`config.mk`:
```
export PLATFORM = sky130hd
export DESIGN_NAME = i2c_master_bit_engine_core
export DESIGN_NICKNAME = d
export VERILOG_FILES = /design/src/hw/rtl/i2cm_pkg.sv /design/src/hw/rtl/i2c_master_bit_engine_core.sv /design/src/hw/rtl/i2cm_fifo.sv /design/src/hw/rtl/i2cm_front.sv /design/src/hw/rtl/i2cm_cfg.sv /design/src/hw/rtl/i2cm_engine.sv
export SDC_FILE = /design/constraint.sdc
export NUM_CORES = 1
export LEC_CHECK = 0
export ABC_AREA = 0
export BUFFER_PORTS_ARGS = -buffer_cell sky130_fd_sc_hd__buf_2
export CELL_PAD_IN_SITES_DETAIL_PLACEMENT = 2
export CELL_PAD_IN_SITES_GLOBAL_PLACEMENT = 2
export CORE_MARGIN = 5
export CORE_UTILIZATION = 40
export DETAILED_ROUTE_END_ITERATION = 16
export GPL_ROUTABILITY_DRIVEN = 0
export PLACE_DENSITY_LB_ADDON = 0.08
export RECOVER_POWER = 25
export SYNTH_ARGS = -nofsm -noshare
export SYNTH_HDL_FRONTEND = slang
export SYNTH_SLANG_ARGS = --single-unit
```
`constraint.sdc`:
```
create_clock -name clk -period 5.15 [get_ports clk]
set_clock_uncertainty 0.2 [all_clocks]
set_input_delay 0.7725 -clock clk [delete_from_list [all_inputs] [get_ports clk]]
set_output_delay 0.7725 -clock clk [all_outputs]
set_load 0.1 [all_outputs]
```
`src/hw/rtl/i2cm_pkg.sv`:
```
package i2cm_pkg;

  localparam int COUNT_BITS_DEF = 16;
  localparam int CMD_DEPTH_DEF  = 2;
  localparam int RES_DEPTH_DEF  = 2;

  localparam int LEN_W  = 16;
  localparam int REM_W  = 17;
  localparam int WAIT_W = 16;
  localparam int FREQ_W = 9;
  localparam int CFG_W  = 16;

  // flag_bits positions
  localparam int FLAG_NO_START = 0;
  localparam int FLAG_NO_STOP  = 1;
  localparam int FLAG_NO_ADDR  = 2;

  // bit phase: 32 data quarters, 4 ack quarters, then the byte boundary
  localparam logic [5:0] PH_DATA_END = 6'd32;
  localparam logic [5:0] PH_BYTE_END = 6'd36;

  // half period = 500 / bus_freq_khz, one quotient bit per cycle
  localparam logic [FREQ_W-1:0] DIV_DIVIDEND = 9'd500;
  localparam int                DIV_STEPS    = FREQ_W;
  localparam logic [FREQ_W-1:0] HALF_RESET   = 9'd5;

  // configuration register indexes
  localparam logic CFG_BUS_FREQ = 1'b0;
  localparam logic CFG_BYTE_GAP = 1'b1;

  typedef enum logic {
    KIND_TICK  = 1'b0,
    KIND_BEGIN = 1'b1
  } kind_t;

  typedef enum logic [1:0] {
    Q_SETUP  = 2'd0,
    Q_RISE   = 2'd1,
    Q_SAMPLE = 2'd2,
    Q_FALL   = 2'd3
  } quarter_t;

  typedef struct packed {
    kind_t             kind;
    logic [7:0]        addr_byte;
    logic [LEN_W-1:0]  length;
    logic [2:0]        flag_bits;
    logic [7:0]        tx_byte;
    logic              scl_level;
    logic              sda_level;
  } cmd_t;

  typedef struct packed {
    logic                    scl_release;
    logic                    sda_release;
    logic [WAIT_W-1:0]       wait_us;
    logic [7:0]              rx_byte;
    logic                    rx_valid;
    logic                    tx_take;
    logic                    done_res;
    logic signed [REM_W-1:0] residue;
  } res_t;

  typedef struct packed {
    logic              div_busy;
    logic [FREQ_W-1:0] half_period;
    logic [WAIT_W-1:0] byte_gap_us;
  } cfg_t;

endpackage

```
`src/hw/rtl/i2c_master_bit_engine_core.sv`:
```
// I2C master bit engine: one quarter-bit step of the bus per input transaction.
// Input channel (in_push / in_full): a begin command (in_command = 1) loads the
// address byte, length and flags and takes the first step; tick commands carry
// the sampled SCL/SDA levels and the next transmit byte. Each input transaction
// yields exactly one result on the output channel (out_empty / out_pop): the
// open-drain release levels, the wait in microseconds before the next tick,
// received data, tx_take, done and residue.
// An accepted input is registered in the command queue and its result in the
// result queue before the result reaches the output ports. Throughput is one
// transaction per cycle unless the divider or a full result queue holds the
// step; the step engine evaluates a whole quarter-bit step combinationally.
// Writing bus_freq_khz starts a restoring divider for the half period;
// steps are held in the command queue while it runs.
// Reset (synchronous, rst_n low) empties both queues, returns the engine to
// idle with both lines released, and restores bus_freq_khz 100 and
// byte_gap_us 0.
// When the receiver stalls (out_pop low), results collect in the result queue;
// once it fills, the engine holds and the command queue raises in_full.
module i2c_master_bit_engine_core #(
  parameter int COUNT_BITS = i2cm_pkg::COUNT_BITS_DEF,
  parameter int CMD_DEPTH  = i2cm_pkg::CMD_DEPTH_DEF,
  parameter int RES_DEPTH  = i2cm_pkg::RES_DEPTH_DEF
) (
  input  logic                              clk,
  input  logic                              rst_n,
  input  logic                              in_push,
  output logic                              in_full,
  input  logic                              in_command,
  input  logic [7:0]                        in_addr_byte,
  input  logic [i2cm_pkg::LEN_W-1:0]        in_length,
  input  logic [2:0]                        in_flag_bits,
  input  logic [7:0]                        in_tx_byte,
  input  logic                              in_scl_level,
  input  logic                              in_sda_level,
  output logic                              out_empty,
  input  logic                              out_pop,
  output logic                              out_scl_release,
  output logic                              out_sda_release,
  output logic [i2cm_pkg::WAIT_W-1:0]       out_wait_us,
  output logic [7:0]                        out_rx_byte,
  output logic                              out_rx_valid,
  output logic                              out_tx_take,
  output logic                              out_done_res,
  output logic signed [i2cm_pkg::REM_W-1:0] out_residue,
  input  logic                              cfg_we,
  input  logic                              cfg_index,
  input  logic [i2cm_pkg::CFG_W-1:0]        cfg_wdata
);

  i2cm_pkg::cmd_t cmd;
  logic           cmd_empty;
  logic           cmd_pop;
  i2cm_pkg::cfg_t cfg;
  i2cm_pkg::res_t res_in;
  i2cm_pkg::res_t res_out;
  logic           res_push;
  logic           res_full;
  logic [$bits(i2cm_pkg::res_t)-1:0] res_bits;

  i2cm_front #(
    .COUNT_BITS (COUNT_BITS),
    .CMD_DEPTH  (CMD_DEPTH)
  ) u_front (
    .clk          (clk),
    .rst_n        (rst_n),
    .in_push      (in_push),
    .in_full      (in_full),
    .in_command   (in_command),
    .in_addr_byte (in_addr_byte),
    .in_length    (in_length),
    .in_flag_bits (in_flag_bits),
    .in_tx_byte   (in_tx_byte),
    .in_scl_level (in_scl_level),
    .in_sda_level (in_sda_level),
    .cmd_pop      (cmd_pop),
    .cmd          (cmd),
    .cmd_empty    (cmd_empty)
  );

  i2cm_cfg u_cfg (
    .clk       (clk),
    .rst_n     (rst_n),
    .cfg_we    (cfg_we),
    .cfg_index (cfg_index),
    .cfg_wdata (cfg_wdata),
    .cfg_o     (cfg)
  );

  i2cm_engine u_engine (
    .clk       (clk),
    .rst_n     (rst_n),
    .cmd       (cmd),
    .cmd_empty (cmd_empty),
    .cmd_pop   (cmd_pop),
    .cfg       (cfg),
    .res_full  (res_full),
    .res_push  (res_push),
    .res       (res_in)
  );

  i2cm_fifo #(
    .WIDTH ($bits(i2cm_pkg::res_t)),
    .DEPTH (RES_DEPTH)
  ) u_res_q (
    .clk   (clk),
    .rst_n (rst_n),
    .push  (res_push),
    .wdata (res_in),
    .full  (res_full),
    .pop   (out_pop),
    .rdata (res_bits),
    .empty (out_empty)
  );

  assign res_out         = i2cm_pkg::res_t'(res_bits);
  assign out_scl_release = res_out.scl_release;
  assign out_sda_release = res_out.sda_release;
  assign out_wait_us     = res_out.wait_us;
  assign out_rx_byte     = res_out.rx_byte;
  assign out_rx_valid    = res_out.rx_valid;
  assign out_tx_take     = res_out.tx_take;
  assign out_done_res    = res_out.done_res;
  assign out_residue     = res_out.residue;

endmodule

```
`src/hw/rtl/i2cm_fifo.sv`:
```
module i2cm_fifo #(
  parameter int WIDTH = 8,
  parameter int DEPTH = 2
) (
  input  logic             clk,
  input  logic             rst_n,
  input  logic             push,
  input  logic [WIDTH-1:0] wdata,
  output logic             full,
  input  logic             pop,
  output logic [WIDTH-1:0] rdata,
  output logic             empty
);

  localparam int PW = (DEPTH > 1) ? $clog2(DEPTH) : 1;
  localparam int CW = $clog2(DEPTH + 1);

  logic [WIDTH-1:0] mem_r [DEPTH];
  logic [PW-1:0]    wr_ptr_r, wr_ptr_nxt;
  logic [PW-1:0]    rd_ptr_r, rd_ptr_nxt;
  logic [CW-1:0]    count_r, count_nxt;
  logic             push_ok, pop_ok;

  assign full    = (count_r == CW'(DEPTH));
  assign empty   = (count_r == '0);
  assign push_ok = push && !full;
  assign pop_ok  = pop && !empty;
  assign rdata   = mem_r[rd_ptr_r];

  always_comb begin
    wr_ptr_nxt = wr_ptr_r;
    rd_ptr_nxt = rd_ptr_r;
    if (push_ok) begin
      wr_ptr_nxt = (wr_ptr_r == PW'(DEPTH - 1)) ? '0 : wr_ptr_r + 1'b1;
    end
    if (pop_ok) begin
      rd_ptr_nxt = (rd_ptr_r == PW'(DEPTH - 1)) ? '0 : rd_ptr_r + 1'b1;
    end
    count_nxt = count_r + CW'(push_ok) - CW'(pop_ok);
  end

  always_ff @(posedge clk) begin
    if (!rst_n) begin
      wr_ptr_r <= '0;
      rd_ptr_r <= '0;
      count_r  <= '0;
    end else begin
      wr_ptr_r <= wr_ptr_nxt;
      rd_ptr_r <= rd_ptr_nxt;
      count_r  <= count_nxt;
    end
  end

  always_ff @(posedge clk) begin
    if (push_ok) begin
      mem_r[wr_ptr_r] <= wdata;
    end
  end

endmodule

```
`src/hw/rtl/i2cm_front.sv`:
```
module i2cm_front #(
  parameter int COUNT_BITS = i2cm_pkg::COUNT_BITS_DEF,
  parameter int CMD_DEPTH  = i2cm_pkg::CMD_DEPTH_DEF
) (
  input  logic                       clk,
  input  logic                       rst_n,
  input  logic                       in_push,
  output logic                       in_full,
  input  logic                       in_command,
  input  logic [7:0]                 in_addr_byte,
  input  logic [i2cm_pkg::LEN_W-1:0] in_length,
  input  logic [2:0]                 in_flag_bits,
  input  logic [7:0]                 in_tx_byte,
  input  logic                       in_scl_level,
  input  logic                       in_sda_level,
  input  logic                       cmd_pop,
  output i2cm_pkg::cmd_t             cmd,
  output logic                       cmd_empty
);

  // byte counter width limits the usable length
  localparam logic [i2cm_pkg::LEN_W-1:0] LEN_MASK =
    (COUNT_BITS >= i2cm_pkg::LEN_W) ? {i2cm_pkg::LEN_W{1'b1}}
                                    : i2cm_pkg::LEN_W'((64'd1 << COUNT_BITS) - 64'd1);

  i2cm_pkg::cmd_t              cmd_in;
  logic [$bits(i2cm_pkg::cmd_t)-1:0] cmd_bits;

  always_comb begin
    cmd_in.kind      = in_command ? i2cm_pkg::KIND_BEGIN : i2cm_pkg::KIND_TICK;
    cmd_in.addr_byte = in_addr_byte;
    cmd_in.length    = in_length & LEN_MASK;
    cmd_in.flag_bits = in_flag_bits;
    cmd_in.tx_byte   = in_tx_byte;
    cmd_in.scl_level = in_scl_level;
    cmd_in.sda_level = in_sda_level;
  end

  i2cm_fifo #(
    .WIDTH ($bits(i2cm_pkg::cmd_t)),
    .DEPTH (CMD_DEPTH)
  ) u_cmd_q (
    .clk   (clk),
    .rst_n (rst_n),
    .push  (in_push),
    .wdata (cmd_in),
    .full  (in_full),
    .pop   (cmd_pop),
    .rdata (cmd_bits),
    .empty (cmd_empty)
  );

  assign cmd = i2cm_pkg::cmd_t'(cmd_bits);

endmodule

```
`src/hw/rtl/i2cm_cfg.sv`:
```
module i2cm_cfg (
  input  logic                       clk,
  input  logic                       rst_n,
  input  logic                       cfg_we,
  input  logic                       cfg_index,
  input  logic [i2cm_pkg::CFG_W-1:0] cfg_wdata,
  output i2cm_pkg::cfg_t             cfg_o
);

  localparam int FW = i2cm_pkg::FREQ_W;
  localparam int NW = $clog2(i2cm_pkg::DIV_STEPS + 1);

  logic [FW-1:0]                half_r, half_nxt;
  logic [i2cm_pkg::WAIT_W-1:0]  gap_r, gap_nxt;
  logic [NW-1:0]                cnt_r, cnt_nxt;
  logic [FW-1:0]                divisor_r, divisor_nxt;
  logic [FW-1:0]                rem_r, rem_nxt;
  logic [FW-1:0]                quo_r, quo_nxt;
  logic [FW:0]                  trial;
  logic [FW-1:0]                freq;
  logic                         qbit;

  assign freq = cfg_wdata[FW-1:0];

  always_comb begin
    half_nxt    = half_r;
    gap_nxt     = gap_r;
    cnt_nxt     = cnt_r;
    divisor_nxt = divisor_r;
    rem_nxt     = rem_r;
    quo_nxt     = quo_r;
    trial       = {rem_r, quo_r[FW-1]};
    qbit        = (trial >= {1'b0, divisor_r});

    if (cnt_r != '0) begin
      rem_nxt = qbit ? FW'(trial - {1'b0, divisor_r}) : trial[FW-1:0];
      quo_nxt = {quo_r[FW-2:0], qbit};
      cnt_nxt = cnt_r - 1'b1;
      if (cnt_r == NW'(1)) begin
        half_nxt = quo_nxt;
      end
    end

    if (cfg_we) begin
      unique case (cfg_index)
        i2cm_pkg::CFG_BUS_FREQ: begin
          // zero runs as 1 kHz
          divisor_nxt = (freq == '0) ? FW'(1) : freq;
          rem_nxt     = '0;
          quo_nxt     = i2cm_pkg::DIV_DIVIDEND;
          cnt_nxt     = NW'(i2cm_pkg::DIV_STEPS);
        end
        i2cm_pkg::CFG_BYTE_GAP: begin
          gap_nxt = cfg_wdata[i2cm_pkg::WAIT_W-1:0];
        end
        default: ;
      endcase
    end
  end

  always_ff @(posedge clk) begin
    if (!rst_n) begin
      half_r <= i2cm_pkg::HALF_RESET;
      gap_r  <= '0;
      cnt_r  <= '0;
    end else begin
      half_r <= half_nxt;
      gap_r  <= gap_nxt;
      cnt_r  <= cnt_nxt;
    end
  end

  always_ff @(posedge clk) begin
    divisor_r <= divisor_nxt;
    rem_r     <= rem_nxt;
    quo_r     <= quo_nxt;
  end

  assign cfg_o.div_busy    = (cnt_r != '0);
  assign cfg_o.half_period = half_r;
  assign cfg_o.byte_gap_us = gap_r;

  a_div_starts: assert property (@(posedge clk) disable iff (!rst_n)
    cfg_we && cfg_index == i2cm_pkg::CFG_BUS_FREQ |=> cfg_o.div_busy)
    else $error("divider did not start on frequency write");

endmodule

```
`src/hw/rtl/i2cm_engine.sv`:
```
module i2cm_engine (
  input  logic           clk,
  input  logic           rst_n,
  input  i2cm_pkg::cmd_t cmd,
  input  logic           cmd_empty,
  output logic           cmd_pop,
  input  i2cm_pkg::cfg_t cfg,
  input  logic           res_full,
  output logic           res_push,
  output i2cm_pkg::res_t res
);

  localparam int RW = i2cm_pkg::REM_W;

  logic                 busy_r, busy_nxt;
  logic                 started_r, started_nxt;
  logic                 send_r, send_nxt;
  logic                 recv_r, recv_nxt;
  logic                 addr_r, addr_nxt;
  logic [5:0]           phase_r, phase_nxt;
  logic [7:0]           shift_r, shift_nxt;
  logic                 line_r, line_nxt;
  logic signed [RW-1:0] rem_r, rem_nxt;
  logic [2:0]           mode_r, mode_nxt;
  logic                 scl_r, scl_nxt;
  logic                 sda_r, sda_nxt;

  logic                        inc;
  logic                        fin;
  logic                        enter;
  logic                        data;
  logic [i2cm_pkg::WAIT_W-1:0] delay;

  // hold the step while the half-period divider is still running
  assign cmd_pop  = !cmd_empty && !res_full && !cfg.div_busy;
  assign res_push = cmd_pop;

  always_comb begin
    if (cmd.kind == i2cm_pkg::KIND_BEGIN) begin
      busy_nxt    = 1'b1;
      started_nxt = 1'b0;
      send_nxt    = 1'b0;
      recv_nxt    = 1'b0;
      addr_nxt    = 1'b0;
      phase_nxt   = '0;
      shift_nxt   = cmd.addr_byte;
      rem_nxt     = RW'(signed'({1'b0, cmd.length}));
      mode_nxt    = cmd.flag_bits;
    end else begin
      busy_nxt    = busy_r;
      started_nxt = started_r;
      send_nxt    = send_r;
      recv_nxt    = recv_r;
      addr_nxt    = addr_r;
      phase_nxt   = phase_r;
      shift_nxt   = shift_r;
      rem_nxt     = rem_r;
      mode_nxt    = mode_r;
    end
    line_nxt = line_r;
    scl_nxt  = scl_r;
    sda_nxt  = sda_r;
    res      = '0;
    inc      = 1'b1;
    fin      = 1'b0;
    enter    = 1'b0;
    data     = (phase_nxt < i2cm_pkg::PH_DATA_END);
    delay    = i2cm_pkg::WAIT_W'(cfg.half_period);

    if (busy_nxt) begin
      if (send_nxt || recv_nxt) begin
        delay = i2cm_pkg::WAIT_W'(cfg.half_period >> 1);
        if (phase_nxt == i2cm_pkg::PH_BYTE_END) begin
          if (addr_nxt) begin
            addr_nxt = 1'b0;
            if (recv_nxt) begin
              send_nxt = 1'b0;
            end
          end else begin
            rem_nxt = rem_nxt - RW'(1);
            if (recv_nxt) begin
              res.rx_byte  = shift_nxt;
              res.rx_valid = 1'b1;
              sda_nxt      = 1'b1;
            end
          end
          if (send_nxt && rem_nxt > 0) begin
            shift_nxt   = cmd.tx_byte;
            res.tx_take = 1'b1;
          end
          if (rem_nxt > 0) begin
            if (cfg.byte_gap_us != '0) begin
              delay = cfg.byte_gap_us;
            end
          end else if (mode_nxt[i2cm_pkg::FLAG_NO_STOP]) begin
            fin = 1'b1;
          end else begin
            send_nxt = 1'b0;
            recv_nxt = 1'b0;
          end
          phase_nxt = fin ? phase_nxt : '0;
          inc       = 1'b0;
        end else begin
          case (i2cm_pkg::quarter_t'(phase_nxt[1:0]))
            i2cm_pkg::Q_SETUP: begin
              if (data) begin
                if (send_nxt) begin
                  sda_nxt   = shift_nxt[7];
                  shift_nxt = {shift_nxt[6:0], 1'b0};
                end
              end else if (!addr_nxt && recv_nxt && rem_nxt > 1) begin
                // ack every received byte but the last
                sda_nxt = 1'b0;
              end else begin
                sda_nxt = 1'b1;
              end
            end
            i2cm_pkg::Q_RISE: scl_nxt = 1'b1;
            i2cm_pkg::Q_SAMPLE: begin
              // slave stretching the clock: repeat this quarter
              if (!cmd.scl_level) begin
                inc = 1'b0;
              end else begin
                line_nxt = cmd.sda_level;
              end
            end
            default: begin
              scl_nxt = 1'b0;
              if (!addr_nxt && data && recv_nxt) begin
                shift_nxt = {shift_nxt[6:0], line_nxt};
              end else if (!data && send_nxt && line_nxt) begin
                // nack: an address nack always issues a stop
                if (addr_nxt) begin
                  mode_nxt[i2cm_pkg::FLAG_NO_STOP] = 1'b0;
                  rem_nxt = -RW'(1);
                end
                if (mode_nxt[i2cm_pkg::FLAG_NO_STOP]) begin
                  fin = 1'b1;
                end else begin
                  send_nxt  = 1'b0;
                  recv_nxt  = 1'b0;
                  phase_nxt = '0;
                  inc       = 1'b0;
                end
              end
            end
          endcase
        end
      end else if (!started_nxt) begin
        if (mode_nxt[i2cm_pkg::FLAG_NO_START]) begin
          enter = 1'b1;
        end else if (phase_nxt[5:2] == '0) begin
          case (i2cm_pkg::quarter_t'(phase_nxt[1:0]))
            i2cm_pkg::Q_SETUP: sda_nxt = 1'b1;
            i2cm_pkg::Q_RISE:  scl_nxt = 1'b1;
            i2cm_pkg::Q_SAMPLE: begin
              if (!cmd.scl_level) begin
                inc = 1'b0;
              end else begin
                sda_nxt = 1'b0;
              end
            end
            default: begin
              scl_nxt = 1'b0;
              enter   = 1'b1;
            end
          endcase
        end
        if (enter) begin
          started_nxt = 1'b1;
          if (mode_nxt[i2cm_pkg::FLAG_NO_ADDR]) begin
            recv_nxt = shift_nxt[0];
            send_nxt = !shift_nxt[0];
            if (send_nxt && rem_nxt > 0) begin
              shift_nxt   = cmd.tx_byte;
              res.tx_take = 1'b1;
            end
          end else begin
            addr_nxt = 1'b1;
            send_nxt = 1'b1;
            recv_nxt = shift_nxt[0];
          end
          phase_nxt = '0;
          inc       = 1'b0;
        end
      end else if (mode_nxt[i2cm_pkg::FLAG_NO_STOP]) begin
        fin = 1'b1;
      end else if (phase_nxt[5:2] == '0) begin
        case (i2cm_pkg::quarter_t'(phase_nxt[1:0]))
          i2cm_pkg::Q_SETUP: sda_nxt = 1'b0;
          i2cm_pkg::Q_RISE:  scl_nxt = 1'b1;
          i2cm_pkg::Q_SAMPLE: begin
            if (!cmd.scl_level) begin
              inc = 1'b0;
            end else begin
              sda_nxt = 1'b1;
            end
          end
          default: fin = 1'b1;
        endcase
      end

      if (fin) begin
        res.done_res = 1'b1;
        res.residue  = rem_nxt;
        rem_nxt      = '0;
        busy_nxt     = 1'b0;
      end else begin
        if (inc) begin
          phase_nxt = phase_nxt + 6'd1;
        end
        res.wait_us = delay;
      end
    end

    res.scl_release = scl_nxt;
    res.sda_release = sda_nxt;
  end

  always_ff @(posedge clk) begin
    if (!rst_n) begin
      busy_r    <= 1'b0;
      started_r <= 1'b0;
      send_r    <= 1'b0;
      recv_r    <= 1'b0;
      addr_r    <= 1'b0;
      phase_r   <= '0;
      shift_r   <= '0;
      line_r    <= 1'b0;
      rem_r     <= '0;
      mode_r    <= '0;
      scl_r     <= 1'b1;
      sda_r     <= 1'b1;
    end else if (cmd_pop) begin
      busy_r    <= busy_nxt;
      started_r <= started_nxt;
      send_r    <= send_nxt;
      recv_r    <= recv_nxt;
      addr_r    <= addr_nxt;
      phase_r   <= phase_nxt;
      shift_r   <= shift_nxt;
      line_r    <= line_nxt;
      rem_r     <= rem_nxt;
      mode_r    <= mode_nxt;
      scl_r     <= scl_nxt;
      sda_r     <= sda_nxt;
    end
  end

  a_done_goes_idle: assert property (@(posedge clk) disable iff (!rst_n)
    cmd_pop && res.done_res |=> !busy_r)
    else $error("engine still busy after done");

  a_rx_tx_exclusive: assert property (@(posedge clk) disable iff (!rst_n)
    cmd_pop |-> !(res.rx_valid && res.tx_take))
    else $error("receive and transmit in the same step");

  a_phase_range: assert property (@(posedge clk) disable iff (!rst_n)
    phase_r <= i2cm_pkg::PH_BYTE_END)
    else $error("phase counter out of range");

  a_idle_tick_quiet: assert property (@(posedge clk) disable iff (!rst_n)
    cmd_pop && !busy_r && cmd.kind == i2cm_pkg::KIND_TICK
    |-> res.wait_us == '0 && !res.done_res && !res.tx_take)
    else $error("idle tick produced activity");

endmodule
```
==> results of run 1 <==
cells in the mapped netlist (15+ instances only):
cell type / count
a21oi_1: 96
nor2b_1: 26
and3_1: 34
clkbuf_1: 63
o211ai_1: 15
mux2_2: 52
ha_1: 25
dfxtp_1: 99
inv_1: 30
a211oi_1: 17
nor2_1: 110
nand4_1: 15
nand2_1: 145
and2_1: 15
mux2i_1: 38
xnor2_1: 15
nand2b_1: 16
nand3_1: 29
edfxtp_1: 177
nor3_1: 19
o21ai_0: 53
kinds of logic (layout without fill, tap and decap cells):
kind of cell               Yosys count  in the layout  synth area share (%)
and+or+nand+nor                    463            463                  17.0
DFF                                276            276                  54.1
xor gates and xnor gates            22             22                  1.43
AOI/OAI and AO/OA                  287            287                  14.5
adders and majority gates           26             26                  2.47
buffers and inverters              110            233                  3.26
muxes                               91             91                  7.33
report_power, final:
group          internal, mW  switching (mW)
Combinational          1.27            3.36
Clock                  1.43           0.917
Sequential             2.88           0.290
sequential cells by signal, indices dropped and copies added (netlist names), 2 cells and up, named ones only:
register                 count
u_front.u_cmd_q.mem_r       76
u_cfg.quo_r                  9
u_engine.shift_r             8
u_cfg.cnt_r                  4
u_engine.phase_r             6
u_res_q.mem_r               92
u_cfg.gap_r                 16
u_engine.rem_r              17
u_res_q.count_r              2
u_cfg.half_r                 9
u_cfg.rem_r                  9
u_engine.mode_r              3
u_cfg.divisor_r              9
u_front.u_cmd_q.count_r      2
worst max-delay path, stage by stage (launching register included):
cell,delay [ns]
edfxtp_1,0.67
mux2i_4,0.26
a211oi_2,0.31
ha_1,0.31
nand4_1,0.34
or4_1,0.52
o211a_1,0.18
or4_4,0.54
o21a_4,0.25
and3_1,0.38
mux2i_1,0.22
a211oi_1,0.39
how the worst min path moves through the flow:
stage | from | end | slack (ns)
2_1_floorplan | u_engine.rem_r[2]$_SDFFE_PN0P_ | u_engine.rem_r[2]$_SDFFE_PN0P_ | 0.23
3_3_place_gp | u_cfg.rem_r[8]$_DFF_P_ | u_cfg.rem_r[8]$_DFF_P_ | 0.25
3_5_place_dp | u_cfg.rem_r[8]$_DFF_P_ | u_cfg.rem_r[8]$_DFF_P_ | 0.26
4_1_cts | in_length[0] | u_front.u_cmd_q.mem_r[1][13]$_DFFE_PP_ | 0.15
5_1_grt | in_length[0] | u_front.u_cmd_q.mem_r[0][13]$_DFFE_PP_ | 0.15
6_report | in_length[0] | u_front.u_cmd_q.mem_r[1][13]$_DFFE_PP_ | 0.19
layout make-up:
type	count	area share, %
Clock buffer	38	5.26
Clock inverter	20	1.67
Inverter	31	0.745
Multi-Input combinational cell	889	37.0
Sequential cell	276	46.7
Tap cell	448	3.59
Timing Repair Buffer	144	5.05
through the flow:
step / hold slack (ns) / utilization (%) / cell area, sq um
final: 0.185 / 46.7 / 15600
after CTS: 0.152 / 46.9 / 15700
after global placement: 0.247 / 43.6 / 14600
after floorplan: 0.230 / - / 13500
after global routing: 0.149 / 46.7 / 15600
after detailed placement: 0.261 / 43.6 / 14600
metal layers:
metal / vias up / global-route usage (%)
met5: - / 0
met4: 0 / 4.80
met3: 54 / 2.75
met2: 188 / 40.9
met1: 5331 / 29.4
li1: 4904 / -
==> run summary, run 1 <==
Beginning of the worst register-to-register path: u_front.u_cmd_q.mem_r[0][37]$_DFFE_PP_
Min Tclk post-route: 4.78 ns
Antenna viol nets, final: 0
Area of the multi-input gates: 5780 sq um
Die width: 194 microns
Top cells by area, synth: edfxtp_1 39%, dfxtp_1 15%, mux2_2 4.3%
Post-synthesis async set-or-reset flop share: 0%
DRC marker count from the first detailed-route iteration: 599
Unrepaired setup endpoints after global routing: false
Dpl hpwl: 30600 microns
Crit path launch: u_front.u_cmd_q.mem_r[0][37]$_DFFE_PP_
Critical path peak fanout: 10
Hold Vio Cnt, Final: 0
First-pass GRT wire length: 68500 microns
CTS clock-pin slew for the worst setup and hold paths: 0.06 ns
Mean Syn Cell Area: 10.6 sq um
Met3 WL post-DR: 1350 microns
Post-route insts no fill: 1846
Gr ovfl total: 0
Die area: 37500 sq um
Pre-antenna DRT Iters: 5
Share of Yosys cell area claimed by the top area cell type: 39.4%
Hold buffer count at cts: 0
Arrival time worst endpoint: 4.93 ns
Drc violations: 0
Via count: 10477
CTS Root Cell: clkbuf_16
Worst Path Required: 5.31 ns
Number of global-route vias before repair: 11617
Largest net degree at the start of global routing: 55
Core ar.: 33400 sq um
Ports: 108
Register-to-register setup slack: 0.37 ns
Kind of critical path: register to register
Final TNS setup: 0 ns
Post-synth EDFFs: 177
Vias/cell: 5.68
Met2 Wirelength: 22500 microns
Top FF cell, synth: edfxtp_1
P per Cell Area: 650 nW/um^2
Maximum VDD drop: 457 uV
Row count: 67
Area growth, synth to finish: 15.8%
Pre-CTS setup slack: 0.449 ns
Placed Cells incl. Taps: 1788
WHS Path Cells: 1
Storage cell area: 7300 sq um
Worst reg2reg endpoint: u_res_q.mem_r[0][35]$_DFFE_PP_
Top layer in use: met4
Nets: 1459
Commonest cells after routing, fill and taps aside: 177 x edfxtp_1, 145 x nand2_1, 107 x nor2_1
Global Route Usage Sum: 22.7%
Crit end category: register
Total power draw: 10.2 mW
Final setup violation count: 0
CTS buffer count: 31
Critical Path Source Type: register
Slew HR: -84.1%
Initial antenna violation count: 0
Leak pwr: 5.68 nW
Syn_nets: 1361
Yosys warnings: 0
Worst r2r path cells: 11
Sink Count: 276
CTS tree: yes
Die Y: 194 microns
Worst setup path endpoint: u_res_q.mem_r[0][35]$_DFFE_PP_
Max Slew Vio Count: 89
CTS resizes: 0
Mapped Area: 13500 sq um
Setup bufs post-CTS: 0
ANT cells: 0
FMAX: 209 MHz
Worst hold path type: primary input to register
Max-Cap Viols: 2
Met1 WL: 19000 microns
Synthesized instance count: 1275
Layout cell share with drive strength beyond 1: 17.9%
DRT Wirelength: 43700 microns
Fill cells: 3489
Initial Util: 40.3%
# H-tree levels: 1
Clock Tree Buf Depth: 3
Worst skew pair latency: 0.57 ns
Status: complete, but fails checks
Failing checks: capacitance limit, slew limit
Distinct cell type count of the synthesized netlist: 79
Tcrit/Tclk final: 92.8%
DR WL/cell: 23.7 microns
Slew @ Worst Pin: 2.76 ns
Seq/Total Area, Yosys: 54.1%
IO buf count: 107
Final WS setup: 0.372 ns
Commonest non-fill, non-tap cell in the layout: edfxtp_1
#FFs+latches synth: 276
Area leader, netlist: edfxtp_1
Power figures use the tool's default switching activity.
==> run 2: changes to the inputs <==
--- a/config.mk
+++ b/config.mk
@@ -10,7 +10,7 @@
 export CELL_PAD_IN_SITES_DETAIL_PLACEMENT = 2
 export CELL_PAD_IN_SITES_GLOBAL_PLACEMENT = 2
 export CORE_MARGIN = 5
-export CORE_UTILIZATION = 40
+export CORE_UTILIZATION = 36
 export DETAILED_ROUTE_END_ITERATION = 16
 export GPL_ROUTABILITY_DRIVEN = 0
 export PLACE_DENSITY_LB_ADDON = 0.08
==> constraint.sdc (replaced) <==
create_clock -name clk -period 3.85 [get_ports clk]
set_clock_uncertainty 0.2 [all_clocks]
set_input_delay 0.5775 -clock clk [delete_from_list [all_inputs] [get_ports clk]]
set_output_delay 0.5775 -clock clk [all_outputs]
set_load 0.1 [all_outputs]
==> run summary, run 2 (synthesized netlist as in run 1, its figures left out) <==
Antenna viol nets, final: 0
Commonest non-fill, non-tap cell in the layout: edfxtp_1
Fill cells: 3895
Max-Cap Viols: 0
Final setup violation count: 19
Number of global-route vias before repair: 11986
Nets: 1598
Worst skew pair latency: 0.57 ns
Critical path peak fanout: 7
Die width: 204 microns
Status: complete, but fails checks
Tcrit/Tclk final: 106%
Largest reg by FF count: u_res_q.mem_r
Slew @ Worst Pin: 1.32 ns
Worst Hold Endpoint: u_cfg.gap_r[15]$_SDFFE_PN0P_
Pre-antenna DRT Iters: 4
Die area: 41400 sq um
DR WL/cell: 22.8 microns
Slew HR: 11.7%
# H-tree levels: 1
First-pass GRT wire length: 71000 microns
Initial Util: 36.2%
Drc violations: 0
Area growth, synth to finish: 27.2%
Sink Count: 276
CTS tree: yes
Worst hold path type: primary input to register
CTS Root Cell: clkbuf_16
Total power draw: 14.2 mW
Ports: 108
Vias/cell: 5.45
Placed cell area: 15400 sq um
Min Tclk post-route: 4.08 ns
Dpl hpwl: 32600 microns
FMAX: 245 MHz
Maximum VDD drop: 515 uV
Unrepaired setup endpoints after global routing: true
Register-to-register setup slack: -0.23 ns
CTS clock-pin slew for the worst setup and hold paths: 0.06 ns
Row count: 71
Layout cell share with drive strength beyond 1: 26.5%
IO buf count: 107
Post-layout util: 46.0%
Arrival time worst endpoint: 4.32 ns
Leak pwr: 6.36 nW
Failing checks: setup timing
Via count: 10957
Die Y: 204 microns
ANT cells: 0
Crit end category: register
Beginning of the worst register-to-register path: u_front.u_cmd_q.mem_r[1][37]$_DFFE_PP_
Final WS setup: -0.229 ns
Pre-CTS setup slack: -0.303 ns
Clock Tree Buf Depth: 3
CTS buffer count: 31
WHS Path Cells: 3
Initial antenna violation count: 1
Global Route Usage Sum: 21.6%
Largest regs: u_res_q.mem_r: 92 flops, u_front.u_cmd_q.mem_r: 76 flops, u_engine.rem_r: 17 flops
Final Instance Area: 17200 sq um
Placed Cells incl. Taps: 1902
Max Slew Vio Count: 0
Largest net degree at the start of global routing: 47
Worst Path Required: 4.09 ns
Max reg flops: 92
Critical Path Source Type: register
Core ar.: 37300 sq um
Worst r2r path cells: 15
Kind of critical path: register to register
DRT Wirelength: 45800 microns
P per Cell Area: 825 nW/um^2
Commonest cells after routing, fill and taps aside: 177 x edfxtp_1, 141 x nand2_1, 118 x buf_4
Post-route insts no fill: 2010
Gr ovfl total: 0
Hold_sp: cfg_wdata[15]
Hold Vio Cnt, Final: 0
Worst reg2reg endpoint: u_engine.phase_r[1]$_SDFFE_PN0P_
DRC marker count from the first detailed-route iteration: 545
[run 2: cell types whose count changed in the layout (fill, tap and decap cells not counted), moves of 7 or more]
cell | before | now
dlygate4sd3_1 | 0 | 38
buf_6 | 0 | 9
a211oi_1 | 17 | 9
clkbuf_1 | 40 | 47
buf_4 | 33 | 118
nor2_1 | 107 | 99
and3_1 | 33 | 26
[run 2: layout make-up]
type / count / area [sq um] / area share, %
sequential: 276 / 7300 / 42.5
clock buffer: 47 / 886 / 5.16
clock inverter: 10 / 97.6 / 0.569
timing repair buffer: 283 / 2050 / 11.9
multi-input combinational: 889 / 6120 / 35.7
tap: 474 / 593 / 3.46
inverter: 31 / 116 / 0.678
[run 2: worst max-delay path by stage]
stage | from | endpoint | slack [ns] | cells past startpoint
after detailed placement | u_front.u_cmd_q.mem_r[1][37]$_DFFE_PP_ | u_res_q.mem_r[0][34]$_DFFE_PP_ | -0.30 | 14
after global placement | u_front.u_cmd_q.mem_r[1][37]$_DFFE_PP_ | u_engine.phase_r[1]$_SDFFE_PN0P_ | -0.06 | 14
after global routing | u_front.u_cmd_q.mem_r[1][37]$_DFFE_PP_ | u_engine.phase_r[1]$_SDFFE_PN0P_ | -0.47 | 16
after CTS | u_front.u_cmd_q.mem_r[1][37]$_DFFE_PP_ | u_engine.phase_r[1]$_SDFFE_PN0P_ | -0.23 | 15
final | u_front.u_cmd_q.mem_r[1][37]$_DFFE_PP_ | u_engine.phase_r[1]$_SDFFE_PN0P_ | -0.23 | 15
after floorplan | u_front.u_cmd_q.mem_r[1][37]$_DFFE_PP_ | u_engine.phase_r[4]$_SDFFE_PN0P_ | -0.23 | 15
[run 2: per-stage QoR]
step,hold WS (ns),TNS [ns]
global route,0.0522,-11.48
global placement,0.247,-0.492
finish,0.0532,-2.38
detailed placement,0.261,-5.90
floorplan,0.230,-2.36
CTS,0.0000431,-3.07
[run 2: repair_timing]
action                     4_1_cts  5_1_grt
gates cloned                     0        1
hold endpoints to repair        74        1
pin swaps                        3       11
gates resized for setup         38       41
setup endpoints to repair       67       97
hold buffers                    37        1
buffers inserted                 4       10
[run 2: power breakdown]
group | internal [mW] | switching (mW)
clock | 1.70 | 1.19
combinational | 2.25 | 4.82
sequential | 3.84 | 0.359
total | 7.79 | 6.37
[run 2: metal layers]
layer | wire (microns) | global-route usage, % | share of wire, % | up-vias
met5 | 0 | 0 | 0 | -
met4 | 1080 | 5.30 | 2.4 | 0
met3 | 1240 | 2.77 | 2.7 | 52
met2 | 23100 | 38.2 | 50 | 144
met1 | 20400 | 28.4 | 45 | 5572
li1 | - | - | - | 5189
[run 2: critical path, cell delays in order (launching register included)]
cell	delay (ns)
edfxtp_1	0.48
mux2i_4	0.14
buf_12	0.17
a211oi_4	0.26
ha_2	0.22
nand4_1	0.11
or4_1	0.44
o211a_1	0.17
or4_4	0.54
o21a_4	0.24
o31a_1	0.29
nor2_2	0.12
ha_1	0.24
nor2_1	0.13
a21oi_1	0.10
o31a_1	0.11
==> run 3: changes to the inputs <==
--- a/config.mk
+++ b/config.mk
@@ -18,3 +18,4 @@
 export SYNTH_ARGS = -nofsm -noshare
 export SYNTH_HDL_FRONTEND = slang
 export SYNTH_SLANG_ARGS = --single-unit
+export TNS_END_PERCENT = 30
==> run summary, run 3 (synthesized netlist as in run 1, its figures left out) <==
Initial Util: 36.2%
Commonest non-fill, non-tap cell in the layout: edfxtp_1
Max stage delay cell, worst path: or4_4
Min Tclk post-route: 4.02 ns
Maximum VDD drop: 559 uV
Slew @ Worst Pin: 2.61 ns
Critical Path Source Type: register
Final Instance Area: 16800 sq um
Slew HR: -74.2%
P per Cell Area: 839 nW/um^2
DRC marker count from the first detailed-route iteration: 481
Worst hold path type: primary input to register
Hold slack final: 0.0323 ns
CP Cell Sequence: mux2i_4, buf_12, a211oi_4, ha_2, nand4_1, or4_4, o211a_1, or4_4, o21a_4, o31a_1, nor2_1, ha_1, and2_1, o21ai_0, o311ai_1
Leak pwr: 6.23 nW
Arrival time worst endpoint: 4.26 ns
Failing checks: capacitance limit, slew limit, setup timing
CP max stage delay: 0.53 ns
First-pass GRT wire length: 69900 microns
Largest reg by FF count: u_res_q.mem_r
Antenna viol nets, final: 0
Pre-antenna DRT Iters: 4
ANT cells: 0
Clock Tree Buf Depth: 3
Ports: 108
Clock Power Share: 21.0%
CTS Root Cell: clkbuf_16
Largest regs: u_res_q.mem_r: 92 flops, u_front.u_cmd_q.mem_r: 76 flops, u_engine.rem_r: 17 flops
Area growth, synth to finish: 24.4%
Drc violations: 0
Initial antenna violation count: 0
Die width: 204 microns
CTS tree: yes
Commonest cells after routing, fill and taps aside: 177 x edfxtp_1, 142 x nand2_1, 127 x buf_4
Unrepaired setup endpoints after global routing: true
FMAX: 249 MHz
Hold_sp: in_length[3]
Beginning of the worst register-to-register path: u_front.u_cmd_q.mem_r[1][37]$_DFFE_PP_
WHS Path Cells: 1
Worst r2r path cells: 15
Kind of critical path: register to register
Logic pwr share: 49.0%
Row count: 71
Die Y: 204 microns
Final WS setup: -0.174 ns
Largest net degree at the start of global routing: 49
Crit end category: register
Core ar.: 37300 sq um
Placed cell area: 15400 sq um
Dpl hpwl: 32700 microns
Worst Path Required: 4.09 ns
Vias/cell: 5.47
Number of global-route vias before repair: 11902
Max-Cap Viols: 1
CTS buffer count: 34
Global Route Usage Sum: 21.6%
Max reg flops: 92
IO buf count: 107
DR WL/cell: 22.8 microns
Worst skew pair latency: 0.54 ns
Layout cell share with drive strength beyond 1: 27.2%
Total power draw: 14.1 mW
Critical path peak fanout: 9
Tcrit/Tclk final: 105%
Most Frequent Cell on Critical Path: or4_4
Register share of total power: 30.0%
Nets: 1565
Die area: 41400 sq um
Max Slew Vio Count: 49
Hold Vio Cnt, Final: 0
Crit path launch: u_front.u_cmd_q.mem_r[1][37]$_DFFE_PP_
# H-tree levels: 2
Status: complete, but fails checks
Sink Count: 276
Int Pwr: 7.72 mW
Via count: 10835
Post-layout util: 45.0%
Final setup violation count: 25
CTS clock-pin slew for the worst setup and hold paths: 0.06 ns
Sw Pwr: 6.36 mW
DRT Wirelength: 45200 microns
Switching portion of total power: 45.2%
Gr ovfl total: 0
run 3: worst paths after layout:
| kind | end | slack (ns) |
|---|---|---|
| setup / recovery | u_engine.phase_r[2]$_SDFFE_PN0P_ | -0.17 |
| hold / removal | u_front.u_cmd_q.mem_r[0][16]$_DFFE_PP_ | 0.03 |
| setup reg to reg | u_engine.phase_r[2]$_SDFFE_PN0P_ | -0.17 |
| hold reg to reg | u_cfg.rem_r[8]$_DFF_P_ | 0.27 |
run 3: layout make-up:
| class | count | area, sq um |
|---|---|---|
| Multi-Input combinational cell | 890 | 6130 |
| Tap cell | 474 | 593 |
| Inverter | 31 | 116 |
| Clock inverter | 6 | 52.6 |
| Clock buffer | 56 | 965 |
| Sequential cell | 276 | 7300 |
| Timing Repair Buffer | 246 | 1630 |
| Fill cell | 3901 | 20500 |
run 3: power groups by stage:
| stage | sequential (mW) | clock, mW | combinational, mW |
|---|---|---|---|
| finish | 4.22 | 2.96 | 6.90 |
| global route | 4.29 | 3.20 | 7.42 |
| floorplan | 4.11 | 0 | 4.75 |
| global placement | 4.25 | 0 | 6.56 |
| detailed placement | 4.28 | 0 | 6.72 |
| CTS | 4.23 | 3.07 | 6.84 |
run 3: worst max-delay path, delay by kind of cell, from the launching register on:
family	cells	cell delay (ns)
AOI/OAI and AO/OA	6	1.15
adders and majority gates	2	0.38
buffers and inverters	1	0.17
DFF	1	0.49
muxes	1	0.13
and+or+nand+nor	5	1.40
run 3: metal layers:
metal	global-route usage (%)	share of wire (%)	up-vias
li1	-	-	5114
met1	27.4	44	5463
met2	37.5	50	185
met3	3.67	3.7	73
met4	7.01	3.1	0
met5	0	0	-
run 3: per-stage QoR:
step | worst slack [ns] | std cells | setup TNS (ns)
floorplan | -0.260 | 1275 | -4.05
global placement | -0.110 | 1903 | -1.78
detailed placement | -0.245 | 1903 | -5.49
CTS | -0.132 | 1974 | -1.01
global route | -0.372 | 1979 | -9.98
finish | -0.174 | 1979 | -1.33
run 3: timing repair:
item,in CTS,in global routing
gates resized for setup,11,65
endpoints found under the hold margin,5,0
setup buffers,6,4
hold buffers,3,0
pin swaps,2,18
setup endpoints to repair,68,99
cloned,0,1
